[src/gbn_pkg.sv]
// Shared types and constants for the go-back-n sender window.
// Used by every module of the block; no dependencies.
`timescale 1ns / 1ps
`default_nettype none

package gbn_pkg;

  localparam int MAX_WINDOW = 8;
  localparam int CNT_W      = $clog2(MAX_WINDOW + 1);
  localparam int CMD_DEPTH  = 2;
  localparam int PTR_W      = $clog2(CMD_DEPTH);
  localparam int PADDR_W    = 3;

  // input opcodes
  localparam logic [1:0] OP_START  = 2'd0;
  localparam logic [1:0] OP_ACK    = 2'd1;
  localparam logic [1:0] OP_TICK   = 2'd2;
  localparam logic [1:0] OP_FINACK = 2'd3;

  // result actions
  localparam logic [1:0] ACT_SEND   = 2'd0;
  localparam logic [1:0] ACT_RESEND = 2'd1;
  localparam logic [1:0] ACT_FIN    = 2'd2;
  localparam logic [1:0] ACT_DONE   = 2'd3;

  // register select, paddr[2]
  localparam logic REG_WINDOW  = 1'b0;
  localparam logic REG_TIMEOUT = 1'b1;

  localparam logic [3:0]  WINDOW_RST  = 4'd4;
  localparam logic [15:0] TIMEOUT_RST = 16'd1000;

  typedef struct packed {
    logic [1:0]  op;
    logic [15:0] packet_count;
    logic [7:0]  ack_seq;
    logic        ack_ok;
  } in_item_t;

  typedef struct packed {
    logic [1:0] action;
    logic [7:0] seq_out;
    logic       last;
  } out_item_t;

  // burst of consecutive sequence numbers, all of one action
  typedef struct packed {
    logic [1:0]       action;
    logic [7:0]       seq;
    logic [CNT_W-1:0] count;
  } cmd_t;

  typedef enum logic [2:0] {
    PH_IDLE = 3'b001,
    PH_SEND = 3'b010,
    PH_FIN  = 3'b100
  } phase_e;

endpackage

`default_nettype wire

[src/gbn_cmd_fifo.sv]
// Short command queue between the protocol front end and the result expander.
// Depends on gbn_pkg.
`timescale 1ns / 1ps
`default_nettype none

module gbn_cmd_fifo
  import gbn_pkg::*;
(
  input  wire  clk_i,
  input  wire  rst_ni,
  input  wire  wr_i,
  input  cmd_t wr_data_i,
  output logic full_o,
  input  wire  rd_i,
  output cmd_t rd_data_o,
  output logic empty_o
);

  cmd_t               mem_q [CMD_DEPTH];
  logic [PTR_W-1:0]   wr_ptr_q, rd_ptr_q;
  logic [PTR_W:0]     count_q;
  logic               do_wr, do_rd;

  assign full_o    = (count_q == (PTR_W + 1)'(CMD_DEPTH));
  assign empty_o   = (count_q == '0);
  assign rd_data_o = mem_q[rd_ptr_q];
  assign do_wr     = wr_i && !full_o;
  assign do_rd     = rd_i && !empty_o;

  always_ff @(posedge clk_i) begin
    if (do_wr) begin
      mem_q[wr_ptr_q] <= wr_data_i;
    end
  end

  always_ff @(posedge clk_i or negedge rst_ni) begin
    if (!rst_ni) begin
      wr_ptr_q <= '0;
      rd_ptr_q <= '0;
      count_q  <= '0;
    end else begin
      if (do_wr) begin
        wr_ptr_q <= (wr_ptr_q == PTR_W'(CMD_DEPTH - 1)) ? '0 : wr_ptr_q + 1'b1;
      end
      if (do_rd) begin
        rd_ptr_q <= (rd_ptr_q == PTR_W'(CMD_DEPTH - 1)) ? '0 : rd_ptr_q + 1'b1;
      end
      if (do_wr && !do_rd) begin
        count_q <= count_q + 1'b1;
      end else if (do_rd && !do_wr) begin
        count_q <= count_q - 1'b1;
      end
    end
  end

endmodule

`default_nettype wire

[src/gbn_front.sv]
// Protocol front end: takes requests, keeps window/timer state and
// issues at most one burst command per request. Depends on gbn_pkg.
`timescale 1ns / 1ps
`default_nettype none

module gbn_front
  import gbn_pkg::*;
(
  input  wire         clk_i,
  input  wire         rst_ni,
  input  wire         push,
  output logic        full,
  input  in_item_t    in_data_i,
  input  wire  [3:0]  window_i,
  input  wire  [15:0] timeout_i,
  input  wire         cmd_full_i,
  output logic        cmd_push_o,
  output cmd_t        cmd_o
);

  in_item_t    hold_q;
  logic        hold_valid_q, hold_valid_d;
  phase_e      phase_q, phase_d;
  logic [15:0] acked_q, acked_d;
  logic [15:0] sent_q, sent_d;
  logic [15:0] total_q, total_d;
  logic [15:0] timer_left_q, timer_left_d;
  logic        timer_run_q, timer_run_d;

  logic        accept, process;
  logic [3:0]  w_eff;
  logic [15:0] t_eff;

  // data packets that fit the window, given base, next and total
  function automatic logic [CNT_W-1:0] fill_cnt(input logic [15:0] acked,
                                                 input logic [15:0] sent,
                                                 input logic [15:0] total,
                                                 input logic [3:0]  w);
    logic [15:0] outst, room, remain;
    outst  = sent - acked;
    room   = (outst < {12'd0, w}) ? ({12'd0, w} - outst) : 16'd0;
    remain = total - sent;
    return (remain < room) ? remain[CNT_W-1:0] : room[CNT_W-1:0];
  endfunction

  assign full    = hold_valid_q && cmd_full_i;
  assign accept  = push && !full;
  assign process = hold_valid_q && !cmd_full_i;

  always_comb begin
    if (window_i == 4'd0) begin
      w_eff = 4'd1;
    end else if (window_i > 4'(MAX_WINDOW)) begin
      w_eff = 4'(MAX_WINDOW);
    end else begin
      w_eff = window_i;
    end
    t_eff = (timeout_i == 16'd0) ? 16'd1 : timeout_i;
  end

  always_comb begin
    logic [7:0]       off;
    logic [15:0]      outst, new_acked;
    logic [CNT_W-1:0] cnt;

    off       = hold_q.ack_seq - acked_q[7:0];
    outst     = sent_q - acked_q;
    new_acked = acked_q + {8'd0, off} + 16'd1;
    cnt       = '0;

    phase_d      = phase_q;
    acked_d      = acked_q;
    sent_d       = sent_q;
    total_d      = total_q;
    timer_left_d = timer_left_q;
    timer_run_d  = timer_run_q;
    cmd_o        = '{action: ACT_SEND, seq: acked_q[7:0], count: '0};

    if (process) begin
      unique case (hold_q.op)
        OP_START: begin
          if (phase_q == PH_IDLE) begin
            total_d      = hold_q.packet_count;
            acked_d      = 16'd0;
            sent_d       = 16'd0;
            timer_run_d  = 1'b1;
            timer_left_d = t_eff;
            if (hold_q.packet_count == 16'd0) begin
              phase_d = PH_FIN;
              cmd_o   = '{action: ACT_FIN, seq: 8'd0, count: CNT_W'(1)};
            end else begin
              phase_d = PH_SEND;
              cnt     = fill_cnt(16'd0, 16'd0, hold_q.packet_count, w_eff);
              cmd_o   = '{action: ACT_SEND, seq: 8'd0, count: cnt};
              sent_d  = 16'(cnt);
            end
          end
        end
        OP_ACK: begin
          if (phase_q == PH_SEND) begin
            if (hold_q.ack_ok && ({8'd0, off} < outst)) begin
              acked_d = new_acked;
              if (new_acked == sent_q) begin
                timer_run_d  = 1'b0;
                timer_left_d = 16'd0;
              end else begin
                timer_run_d  = 1'b1;
                timer_left_d = t_eff;
              end
              if (new_acked == total_q) begin
                phase_d      = PH_FIN;
                timer_run_d  = 1'b1;
                timer_left_d = t_eff;
                cmd_o = '{action: ACT_FIN, seq: new_acked[7:0], count: CNT_W'(1)};
              end else begin
                cnt = fill_cnt(new_acked, sent_q, total_q, w_eff);
                // timer restarts when the window was drained
                if (cnt != '0 && new_acked == sent_q) begin
                  timer_run_d  = 1'b1;
                  timer_left_d = t_eff;
                end
                cmd_o  = '{action: ACT_SEND, seq: sent_q[7:0], count: cnt};
                sent_d = sent_q + 16'(cnt);
              end
            end
          end else if (phase_q == PH_FIN) begin
            timer_run_d  = 1'b1;
            timer_left_d = t_eff;
            cmd_o = '{action: ACT_FIN, seq: acked_q[7:0], count: CNT_W'(1)};
          end
        end
        OP_TICK: begin
          if (timer_run_q && phase_q != PH_IDLE) begin
            if (timer_left_q <= 16'd1) begin
              timer_left_d = t_eff;
              if (phase_q == PH_SEND) begin
                cnt = (outst > 16'(MAX_WINDOW)) ? CNT_W'(MAX_WINDOW) : outst[CNT_W-1:0];
                cmd_o = '{action: ACT_RESEND, seq: acked_q[7:0], count: cnt};
              end else begin
                cmd_o = '{action: ACT_FIN, seq: acked_q[7:0], count: CNT_W'(1)};
              end
            end else begin
              timer_left_d = timer_left_q - 16'd1;
            end
          end
        end
        OP_FINACK: begin
          if (phase_q == PH_FIN) begin
            if (hold_q.ack_ok) begin
              phase_d      = PH_IDLE;
              timer_run_d  = 1'b0;
              timer_left_d = 16'd0;
              cmd_o = '{action: ACT_DONE, seq: 8'd0, count: CNT_W'(1)};
            end else begin
              timer_run_d  = 1'b1;
              timer_left_d = t_eff;
              cmd_o = '{action: ACT_FIN, seq: acked_q[7:0], count: CNT_W'(1)};
            end
          end
        end
        default: ;
      endcase
    end
  end

  assign cmd_push_o   = process && (cmd_o.count != '0);
  assign hold_valid_d = accept ? 1'b1 : (process ? 1'b0 : hold_valid_q);

  always_ff @(posedge clk_i) begin
    if (accept) begin
      hold_q <= in_data_i;
    end
  end

  always_ff @(posedge clk_i or negedge rst_ni) begin
    if (!rst_ni) begin
      hold_valid_q <= 1'b0;
      phase_q      <= PH_IDLE;
      acked_q      <= '0;
      sent_q       <= '0;
      total_q      <= '0;
      timer_left_q <= '0;
      timer_run_q  <= 1'b0;
    end else begin
      hold_valid_q <= hold_valid_d;
      phase_q      <= phase_d;
      acked_q      <= acked_d;
      sent_q       <= sent_d;
      total_q      <= total_d;
      timer_left_q <= timer_left_d;
      timer_run_q  <= timer_run_d;
    end
  end

endmodule

`default_nettype wire

[src/gbn_back.sv]
// Result expander: turns each burst command into one result per cycle
// into the output register while that register is empty or popped. Depends on gbn_pkg.
`timescale 1ns / 1ps
`default_nettype none

module gbn_back
  import gbn_pkg::*;
(
  input  wire        clk_i,
  input  wire        rst_ni,
  input  wire        cmd_empty_i,
  input  cmd_t       cmd_i,
  output logic       cmd_pop_o,
  output logic       empty,
  input  wire        pop,
  output out_item_t  out_data_o
);

  logic             busy_q, busy_d;
  logic [1:0]       act_q, act_d;
  logic [7:0]       seq_q, seq_d;
  logic [CNT_W-1:0] left_q, left_d;
  logic             out_valid_q, out_valid_d;
  out_item_t        out_q, out_d;
  logic             advance;

  assign advance    = !out_valid_q || pop;
  assign cmd_pop_o  = !busy_q && !cmd_empty_i;
  assign empty      = !out_valid_q;
  assign out_data_o = out_q;

  always_comb begin
    busy_d      = busy_q;
    act_d       = act_q;
    seq_d       = seq_q;
    left_d      = left_q;
    out_valid_d = out_valid_q;
    out_d       = out_q;

    if (advance) begin
      out_valid_d = 1'b0;
    end
    if (cmd_pop_o) begin
      busy_d = 1'b1;
      act_d  = cmd_i.action;
      seq_d  = cmd_i.seq;
      left_d = cmd_i.count;
    end else if (busy_q && advance) begin
      out_valid_d = 1'b1;
      out_d       = '{action: act_q, seq_out: seq_q, last: (left_q == CNT_W'(1))};
      seq_d       = seq_q + 8'd1;
      left_d      = left_q - CNT_W'(1);
      busy_d      = (left_q != CNT_W'(1));
    end
  end

  always_ff @(posedge clk_i) begin
    act_q <= act_d;
    seq_q <= seq_d;
    out_q <= out_d;
  end

  always_ff @(posedge clk_i or negedge rst_ni) begin
    if (!rst_ni) begin
      busy_q      <= 1'b0;
      left_q      <= '0;
      out_valid_q <= 1'b0;
    end else begin
      busy_q      <= busy_d;
      left_q      <= left_d;
      out_valid_q <= out_valid_d;
    end
  end

endmodule

`default_nettype wire

[src/go_back_n_sender_window.sv]
// Go-back-n sender window: APB registers, front end, command queue, expander.
// A request passes the hold register, command queue and expander burst registers
// before its first result reaches the output register. Throughput: the front end
// takes one request a cycle while the command queue has room; the expander loads one
// burst at a time and gives one result per cycle of it while the output is popped.
// Reset clears all control state; the window register reads 4, the timeout 1000.
// Depends on gbn_pkg, gbn_front, gbn_cmd_fifo, gbn_back.
`timescale 1ns / 1ps
`default_nettype none

module go_back_n_sender_window
  import gbn_pkg::*;
(
  input  wire               clk_i,
  input  wire               rst_ni,
  input  wire               push,
  output logic              full,
  input  in_item_t          in_data_i,
  output logic              empty,
  input  wire               pop,
  output out_item_t         out_data_o,
  input  wire               psel,
  input  wire               penable,
  input  wire               pwrite,
  input  wire [PADDR_W-1:0] paddr,
  input  wire [31:0]        pwdata,
  output logic [31:0]       prdata,
  output logic              pready
);

  logic [3:0]  window_q;
  logic [15:0] timeout_q;
  logic        cfg_wr;
  logic        cmd_full, cmd_push, cmd_pop, cmd_empty;
  cmd_t        cmd_wr, cmd_rd;

  assign pready = 1'b1;
  assign cfg_wr = psel && penable && pwrite;
  assign prdata = (paddr[2] == REG_TIMEOUT) ? {16'd0, timeout_q} : {28'd0, window_q};

  always_ff @(posedge clk_i or negedge rst_ni) begin
    if (!rst_ni) begin
      window_q  <= WINDOW_RST;
      timeout_q <= TIMEOUT_RST;
    end else if (cfg_wr) begin
      if (paddr[2] == REG_WINDOW) begin
        window_q <= pwdata[3:0];
      end else begin
        timeout_q <= pwdata[15:0];
      end
    end
  end

  gbn_front u_front (
    .clk_i      (clk_i),
    .rst_ni     (rst_ni),
    .push       (push),
    .full       (full),
    .in_data_i  (in_data_i),
    .window_i   (window_q),
    .timeout_i  (timeout_q),
    .cmd_full_i (cmd_full),
    .cmd_push_o (cmd_push),
    .cmd_o      (cmd_wr)
  );

  gbn_cmd_fifo u_cmd_fifo (
    .clk_i     (clk_i),
    .rst_ni    (rst_ni),
    .wr_i      (cmd_push),
    .wr_data_i (cmd_wr),
    .full_o    (cmd_full),
    .rd_i      (cmd_pop),
    .rd_data_o (cmd_rd),
    .empty_o   (cmd_empty)
  );

  gbn_back u_back (
    .clk_i       (clk_i),
    .rst_ni      (rst_ni),
    .cmd_empty_i (cmd_empty),
    .cmd_i       (cmd_rd),
    .cmd_pop_o   (cmd_pop),
    .empty       (empty),
    .pop         (pop),
    .out_data_o  (out_data_o)
  );

endmodule

`default_nettype wire

[config.mk]
export PLATFORM = sky130hd
export DESIGN_NAME = go_back_n_sender_window
export DESIGN_NICKNAME = d
export VERILOG_FILES = /design/src/gbn_pkg.sv /design/src/gbn_cmd_fifo.sv /design/src/gbn_front.sv /design/src/gbn_back.sv /design/src/go_back_n_sender_window.sv
export SDC_FILE = /design/constraint.sdc
export NUM_CORES = 1
export LEC_CHECK = 0
export BUFFER_PORTS_ARGS = -buffer_cell sky130_fd_sc_hd__buf_2
export CAP_MARGIN = 20
export CORE_MARGIN = 1.5
export CORE_UTILIZATION = 49
export CTS_CLUSTER_SIZE = 25
export DETAILED_ROUTE_END_ITERATION = 12
export PLACE_DENSITY = 0.78
export SETUP_SLACK_MARGIN = 0.02
export SYNTH_ARGS = -nofsm -noshare
export SYNTH_HDL_FRONTEND = slang
export SYNTH_SLANG_ARGS = --single-unit
[constraint.sdc]
create_clock -name clk_i -period 9.6 [get_ports clk_i]
set_input_delay 0.48 -clock clk_i [delete_from_list [all_inputs] [get_ports clk_i]]
set_output_delay 0.48 -clock clk_i [all_outputs]
set_load 0.01 [all_outputs]
==> impl_metrics.csv, run 1 <==
group,metric,value,unit
floorplanning,dieArea,0.0279,mm^2
clocking,hold_buffers,0,
synthesis,yosysWarningCount,0,
routing,vias,11700,
grt,grt_max_degree,62,
routing,drt-initial-drc-count,951,
timing,fin_ws,0.279,ns
synthesis,async_flop_share,0.566,
synthesis,synth_cell_types,104,
floorplanning,die_w,167,um
routing,drc_errors,0,
critical_path,crit_family,"simple AND/OR/NAND/NOR gates",
floorplanning,die_h,167,um
timing,relSlewSlack,0.251,
clocking,cts_root_buffer,"clkbuf_16",
routing,postRouteAntennaNets,0,
floorplanning,top_level_ports,115,
timing,final.period_utilization,0.971,
grt,antenna_found_initial,0,
routing,wl_per_cell,17.9,um
synthesis,seq_area_frac_synth,0.362,
placement,io_buffer_count,79,
timing,hold_viol_final,0,
floorplanning,core-area,0.0262,mm^2
grt,track_usage,0.252,
synthesis,synth-seq-cells,175,
clocking,cts_buffers,17,
routing,wl,35200,um
layout,antennaDiodeCount,0,
layout,final_layout_size_suffix_gt1_frac,0.221,
clocking,cts_sinks,175,
critical_path,crit_fanout,17,
synthesis,synthCells,1424,
layout,fillers,2185,
placement,pre_cts_slack,-0.238,ns
critical_path,worstPathArrival,9.64,ns
placement,placed_cells_incl_taps,1919,
critical_path,max_stage_delay,0.60,ns
status,outcome,"finished, final reports clean",
synthesis,syn_area,0.0132,mm^2
synthesis,synth_ff_type,"dfrtp_1",
clocking,clk_pin_slew_worst_paths,0.07,ns
synthesis,synth-edff-count,76,
grt,grt.overflow.total,0,
layout,postLayoutCoreUtil,0.594,
routing,firstDrtPassIters,6,
min_path,hp-class,"in2async",
clocking,clock_latency,0.45,ns
grt,grt_pass1_vias,11200,
routing,viasPerCell,5.96,
placement,post-dp-hpwl,26400,um
critical_path,critical_path_class,"reg2reg",
job,maxCapViolCount,0,
timing,tightestPinTransition,1.12,ns
critical_path,worstPathRequired,9.92,ns
timing,setup_violations,0,
layout,fin_nets,1780,
layout,final_cells,1961,
synthesis,netlist.area_leader.share,0.173,
critical_path,critPathBufInv,4,
layout,final_area,0.0156,mm^2
placement,place_congestion,0.954,
critical_path,worstSetupEndpointType,"flop",
critical_path,start_kind,"flop",
placement,post_dp_cell_area,0.0147,mm^2
critical_path,slowest_stage,"or4b_4",
timing,period_minus_slack,9.32,ns
timing,skew,0.0162,ns
synthesis,yosys-top-cells-area,"edfxtp_1 (17%), dfrtp_1 (17%), ha_1 (8.7%)",
synthesis,yosys.area.top_type,"edfxtp_1",
layout,syn_to_final_growth,17.9,%
clocking,cts-htree-levels,4,
clocking,clockBufferDepth,2,
synthesis,avgSynthCellArea,9.26,um^2
floorplanning,rows,59,
critical_path,cp_common_cell,"a21o_1",
floorplanning,start_util,0.503,
timing,final_max_slew_viol_count,0,
timing,fmax,0.107,GHz
grt,grt_first_pass_wirelength,56100,um
clocking,cts_tree,"done",
==> per-stage QoR <==
| step | hold slack (ns) | TNS, ns |
|---|---|---|
| 2_1_floorplan | 0.184 | 0 |
| 3_3_place_gp | 0.410 | -0.0890 |
| 3_5_place_dp | 0.414 | -0.905 |
| 4_1_cts | 0.0302 | 0 |
| 5_1_grt | 0.0512 | -0.244 |
| 6_report | 0.0134 | 0 |
==> Yosys cell counts (all sizes together), types with 19 or more instances <==
cell / count
nand2: 142
o21ai: 97
nor2: 93
ha: 92
inv: 92
dfrtp: 91
a21oi: 84
edfxtp: 76
xnor2: 66
clkbuf: 36
nor3: 34
a21o: 31
mux2: 28
xor2: 28
nand3: 24
nor4: 24
buf: 23
o21a: 21
nand2b: 20
nor2b: 20
a211oi: 19
and2: 19
o31ai: 19
==> final cells by class <==
cell class                      instances  area, um^2  area share
Multi-Input combinational cell       1118        8110       0.521
Tap cell                              335         419      0.0269
Inverter                               93         349      0.0224
Clock buffer                           20         437      0.0281
Timing Repair Buffer                  208        1370      0.0881
Clock inverter                         12         104     0.00668
Sequential cell                       175        4770       0.307
==> layout by cell type, fill, tap and decap left out, types with 11 or more instances in the layout <==
cell type	count
a211oi_1	18
a21o_1	31
a21oi_1	79
a22o_1	13
a31oi_1	12
and2_1	17
and3_1	17
buf_2	78
buf_4	129
clkbuf_16	17
conb_1	23
dfrtp_1	91
edfxtp_1	76
ha_1	86
inv_1	91
mux2_2	28
mux2i_1	14
nand2_1	142
nand2b_1	20
nand3_1	23
nand4_1	12
nor2_1	91
nor2b_1	19
nor3_1	29
nor4_1	18
o211ai_1	11
o21a_1	19
o21ai_0	84
o31ai_1	18
or3_1	18
xnor2_1	57
xor2_1	27
==> what timing repair did <==
item                                    4_1_cts  5_1_grt
resized for setup                             3       54
hold endpoints to repair                      0        0
pin swaps                                     0       32
endpoints found under the setup margin        6       49
buffers inserted                              0       10
==> path summary, 6_finish.rpt <==
kind	startpoint	cells after the start	slack, ns	end
max	u_front.acked_q[1]$_DFFE_PN0P_	40	0.28	u_front.sent_q[14]$_DFFE_PN0P_
min	rst_ni	1	0.01	u_front.sent_q[10]$_DFFE_PN0P_
max reg2reg	u_front.acked_q[1]$_DFFE_PN0P_	40	0.28	u_front.sent_q[14]$_DFFE_PN0P_
min reg2reg	u_back.act_q[1]$_DFFE_PP_	0	0.43	u_back.out_data_o[10]$_DFFE_PP_
max in group asynchronous	rst_ni	2	8.38	u_back.busy_q$_DFFE_PN0P_
min in group clk_i	in_data_i[18]	1	0.20	u_front.hold_q[18]$_DFFE_PP_
==> layer usage <==
metal / global-route usage / vias up / share of wire
met5: 0 / - / 0
met4: 0.0897 / 0 / 0.024
met3: 0.0447 / 57 / 0.076
met2: 0.408 / 506 / 0.46
met1: 0.341 / 5575 / 0.44
li1: - / 5556 / -
==> cells by family after synthesis <==
kind of cell | Yosys count | synth area share
adders and majority gates | 99 | 0.0972
buffers and inverters | 152 | 0.0496
muxes | 42 | 0.0345
other | 2 | 0.000569
AOI/OAI and AO/OA | 382 | 0.196
and+or+nand+nor | 475 | 0.187
xor gates and xnor gates | 97 | 0.0733
DFF | 175 | 0.362
==> worst reg2reg max path, delay by kind of cell (launching register included) <==
family / cells / cell delay (ns)
simple gates: 11 / 3.35
compound gates: 19 / 3.05
fa+ha+maj: 4 / 1.31
buf+inv: 4 / 0.64
xor+xnor: 2 / 0.44
flops: 1 / 0.43
==> registers in the layout (all words and copies together), names as in the netlist, named ones only <==
name	cells
u_back.out_data_o	11
u_front.hold_valid_q	1
timeout_q	16
u_cmd_fifo.mem_q	28
u_cmd_fifo.rd_ptr_q	1
u_back.busy_q	1
u_back.left_q	4
u_front.timer_run_q	1
u_front.total_q	16
u_front.acked_q	16
u_cmd_fifo.count_q	2
u_cmd_fifo.wr_ptr_q	1
u_front.timer_left_q	16
u_back.act_q	2
u_front.hold_q	27
u_back.seq_q	8
u_front.phase_q	3
u_front.sent_q	16
window_q	4
Power of run 1 is not shown: default switching activity piles up to over one toggle a cycle in this logic, so the estimate is an artifact.
==> inputs of run 2 (changes only) <==
Settings changed: CORE_UTILIZATION 49 to 40, PLACE_DENSITY 0.78 to 0.67.
==> run 2 against run 1 <==
Count of clock-buffer cells in the layout decreased by 1. Cell area is 1.6% lower. Via count shrank 4.2%. Sequential share of layout area rose by 0.49 points. First-iteration DRC count decreased by 24%. Core utilization fell by 12 points. Clock skew is 0.0059 ns higher. Critical path depth up 2. Critical path type unchanged. Critical endpoint unchanged.
==> impl_metrics.csv, run 2 (synthesis results as in run 1) <==
group,metric,value,unit
timing,period_minus_slack,9.16,ns
grt,track_usage,0.217,
floorplanning,die_h,185,um
timing,relSlewSlack,0.272,
timing,fmax,0.109,GHz
floorplanning,top_level_ports,115,
floorplanning,start_util,0.406,
clocking,clk_pin_slew_worst_paths,0.07,ns
critical_path,worstPathRequired,9.90,ns
grt,antenna_found_initial,0,
floorplanning,rows,66,
grt,grt_pass1_vias,10700,
layout,fin_nets,1716,
timing,final.period_utilization,0.954,
critical_path,critical_path_class,"reg2reg",
power,power.static_leakage,6.51,nW
routing,postRouteAntennaNets,0,
routing,vias,11200,
critical_path,crit_fanout,6,
critical_path,worstSetupEndpointType,"flop",
min_path,hp-class,"in2async",
job,maxCapViolCount,0,
layout,register_area,0.00477,mm^2
grt,grt_first_pass_wirelength,56900,um
layout,mostFrequentLayoutCell,"nand2_1",
layout,largest_register,"u_cmd_fifo.mem_q",
critical_path,cp.depth,42,
layout,top_regs,"u_cmd_fifo.mem_q (28), u_front.hold_q (27)",
layout,largest_reg_flops,28,
clocking,cts_buffers,17,
power,ir_drop,0.267,mV
grt,grt.overflow.total,0,
clocking,clock_latency,0.46,ns
clocking,cts_sinks,175,
routing,drc_errors,0,
floorplanning,die_w,185,um
timing,final_max_slew_viol_count,0,
timing,hold_viol_final,0,
critical_path,worstPathArrival,9.46,ns
critical_path,max_stage_delay,0.54,ns
routing,drt-initial-drc-count,721,
placement,post-dp-hpwl,28100,um
critical_path,crit_family,"simple AND/OR/NAND/NOR gates",
clocking,cts-htree-levels,4,
floorplanning,dieArea,0.0341,mm^2
timing,setup_violations,0,
timing,skew,0.0221,ns
power,cellPowerDensity,431,mW/mm^2
power,power,6.60,mW
floorplanning,core-area,0.0325,mm^2
routing,firstDrtPassIters,5,
clocking,cts_root_buffer,"clkbuf_16",
layout,syn_to_final_growth,16.1,%
critical_path,start_kind,"flop",
layout,antennaDiodeCount,0,
critical_path,critPathBufInv,4,
layout,final_cell_mix,"nand2_1 (142), nor2_1 (91), inv_1 (90), dfrtp_1 (90), ha_1 (88)",
routing,wl_per_cell,18.2,um
layout,final_layout_size_suffix_gt1_frac,0.190,
critical_path,slowest_stage,"or4_4",
clocking,clockBufferDepth,2,
clocking,cts_tree,"done",
clocking,hold_buffers,0,
layout,multi_input_area,0.00812,mm^2
placement,place_congestion,0.930,
status,outcome,"finished, final reports clean",
critical_path,reg2reg_depth,42,
layout,postLayoutCoreUtil,0.472,
routing,viasPerCell,5.59,
timing,holdWs,0.0663,ns
critical_path,cp_common_cell,"a21o_1",
timing,tightestPinTransition,1.08,ns
layout,fillers,3075,
routing,wl,36400,um
grt,grt_max_degree,51,
placement,io_buffer_count,79,
==> run 2: cell types whose count changed in the layout (fill, tap and decap cells not counted), moves of 3 or more <==
cell,before,now
xnor2_2,7,4
o31ai_1,18,15
clkbuf_1,3,0
inv_8,1,6
buf_4,129,65
clkinv_4,4,0
==> run 2: layout make-up <==
cell class / count / share of cell area
clock inverter: 13 / 0.0102
tap: 442 / 0.0361
multi-input combinational: 1118 / 0.530
inverter: 93 / 0.0228
sequential: 175 / 0.312
clock buffer: 19 / 0.0311
timing repair buffer: 144 / 0.0581
==> run 2: timing repair <==
| action | in CTS | in global routing |
|---|---|---|
| setup buffers | 0 | 11 |
| gates resized for setup | 2 | 53 |
| pin swaps | 0 | 17 |
| endpoints found under the setup margin | 3 | 53 |
==> run 2: per-stage QoR <==
step	setup TNS, ns	cells	area (um^2)	setup slack, ns
after floorplan	0	1445	13300	0.235
after global placement	0	1961	14300	0.180
after detailed placement	-0.0292	1961	14300	-0.0292
after CTS	0	1993	15000	0.0285
after global routing	-0.0102	2004	15300	-0.0102
final	0	2004	15300	0.440
==> run 2: final timing paths <==
path | slack, ns | startpoint | to
hold / removal | 0.07 | rst_ni | u_front.timer_left_q[10]$_DFFE_PN0P_
setup reg to reg | 0.44 | u_front.hold_q[1]$_DFFE_PP_ | u_front.sent_q[14]$_DFFE_PN0P_
setup / recovery | 0.44 | u_front.hold_q[1]$_DFFE_PP_ | u_front.sent_q[14]$_DFFE_PN0P_
min in group clk_i | 0.21 | in_data_i[14] | u_front.hold_q[14]$_DFFE_PP_
hold reg to reg | 0.42 | u_back.act_q[1]$_DFFE_PP_ | u_back.out_data_o[10]$_DFFE_PP_
max in group asynchronous | 8.34 | rst_ni | u_front.acked_q[1]$_DFFE_PN0P_
==> run 2: metal layers <==
| layer | global-route usage | part of all wire | vias to the layer above |
|---|---|---|---|
| met2 | 0.352 | 0.46 | 367 |
| li1 | - | - | 5414 |
| met5 | 0 | 0 | - |
| met3 | 0.0433 | 0.060 | 76 |
| met4 | 0.101 | 0.039 | 0 |
| met1 | 0.278 | 0.44 | 5349 |
==> run 2: report_power, final <==
group | leakage, nW | switching [mW] | total [mW] | internal (mW)
Clock | 0.310 | 0.346 | 0.751 | 0.405
Sequential | 1.95 | 0.257 | 1.29 | 1.03
Combinational | 4.25 | 2.53 | 4.56 | 2.03
Total | 6.51 | 3.13 | 6.60 | 3.47
Note: power is estimated with default switching activity, not from simulation.
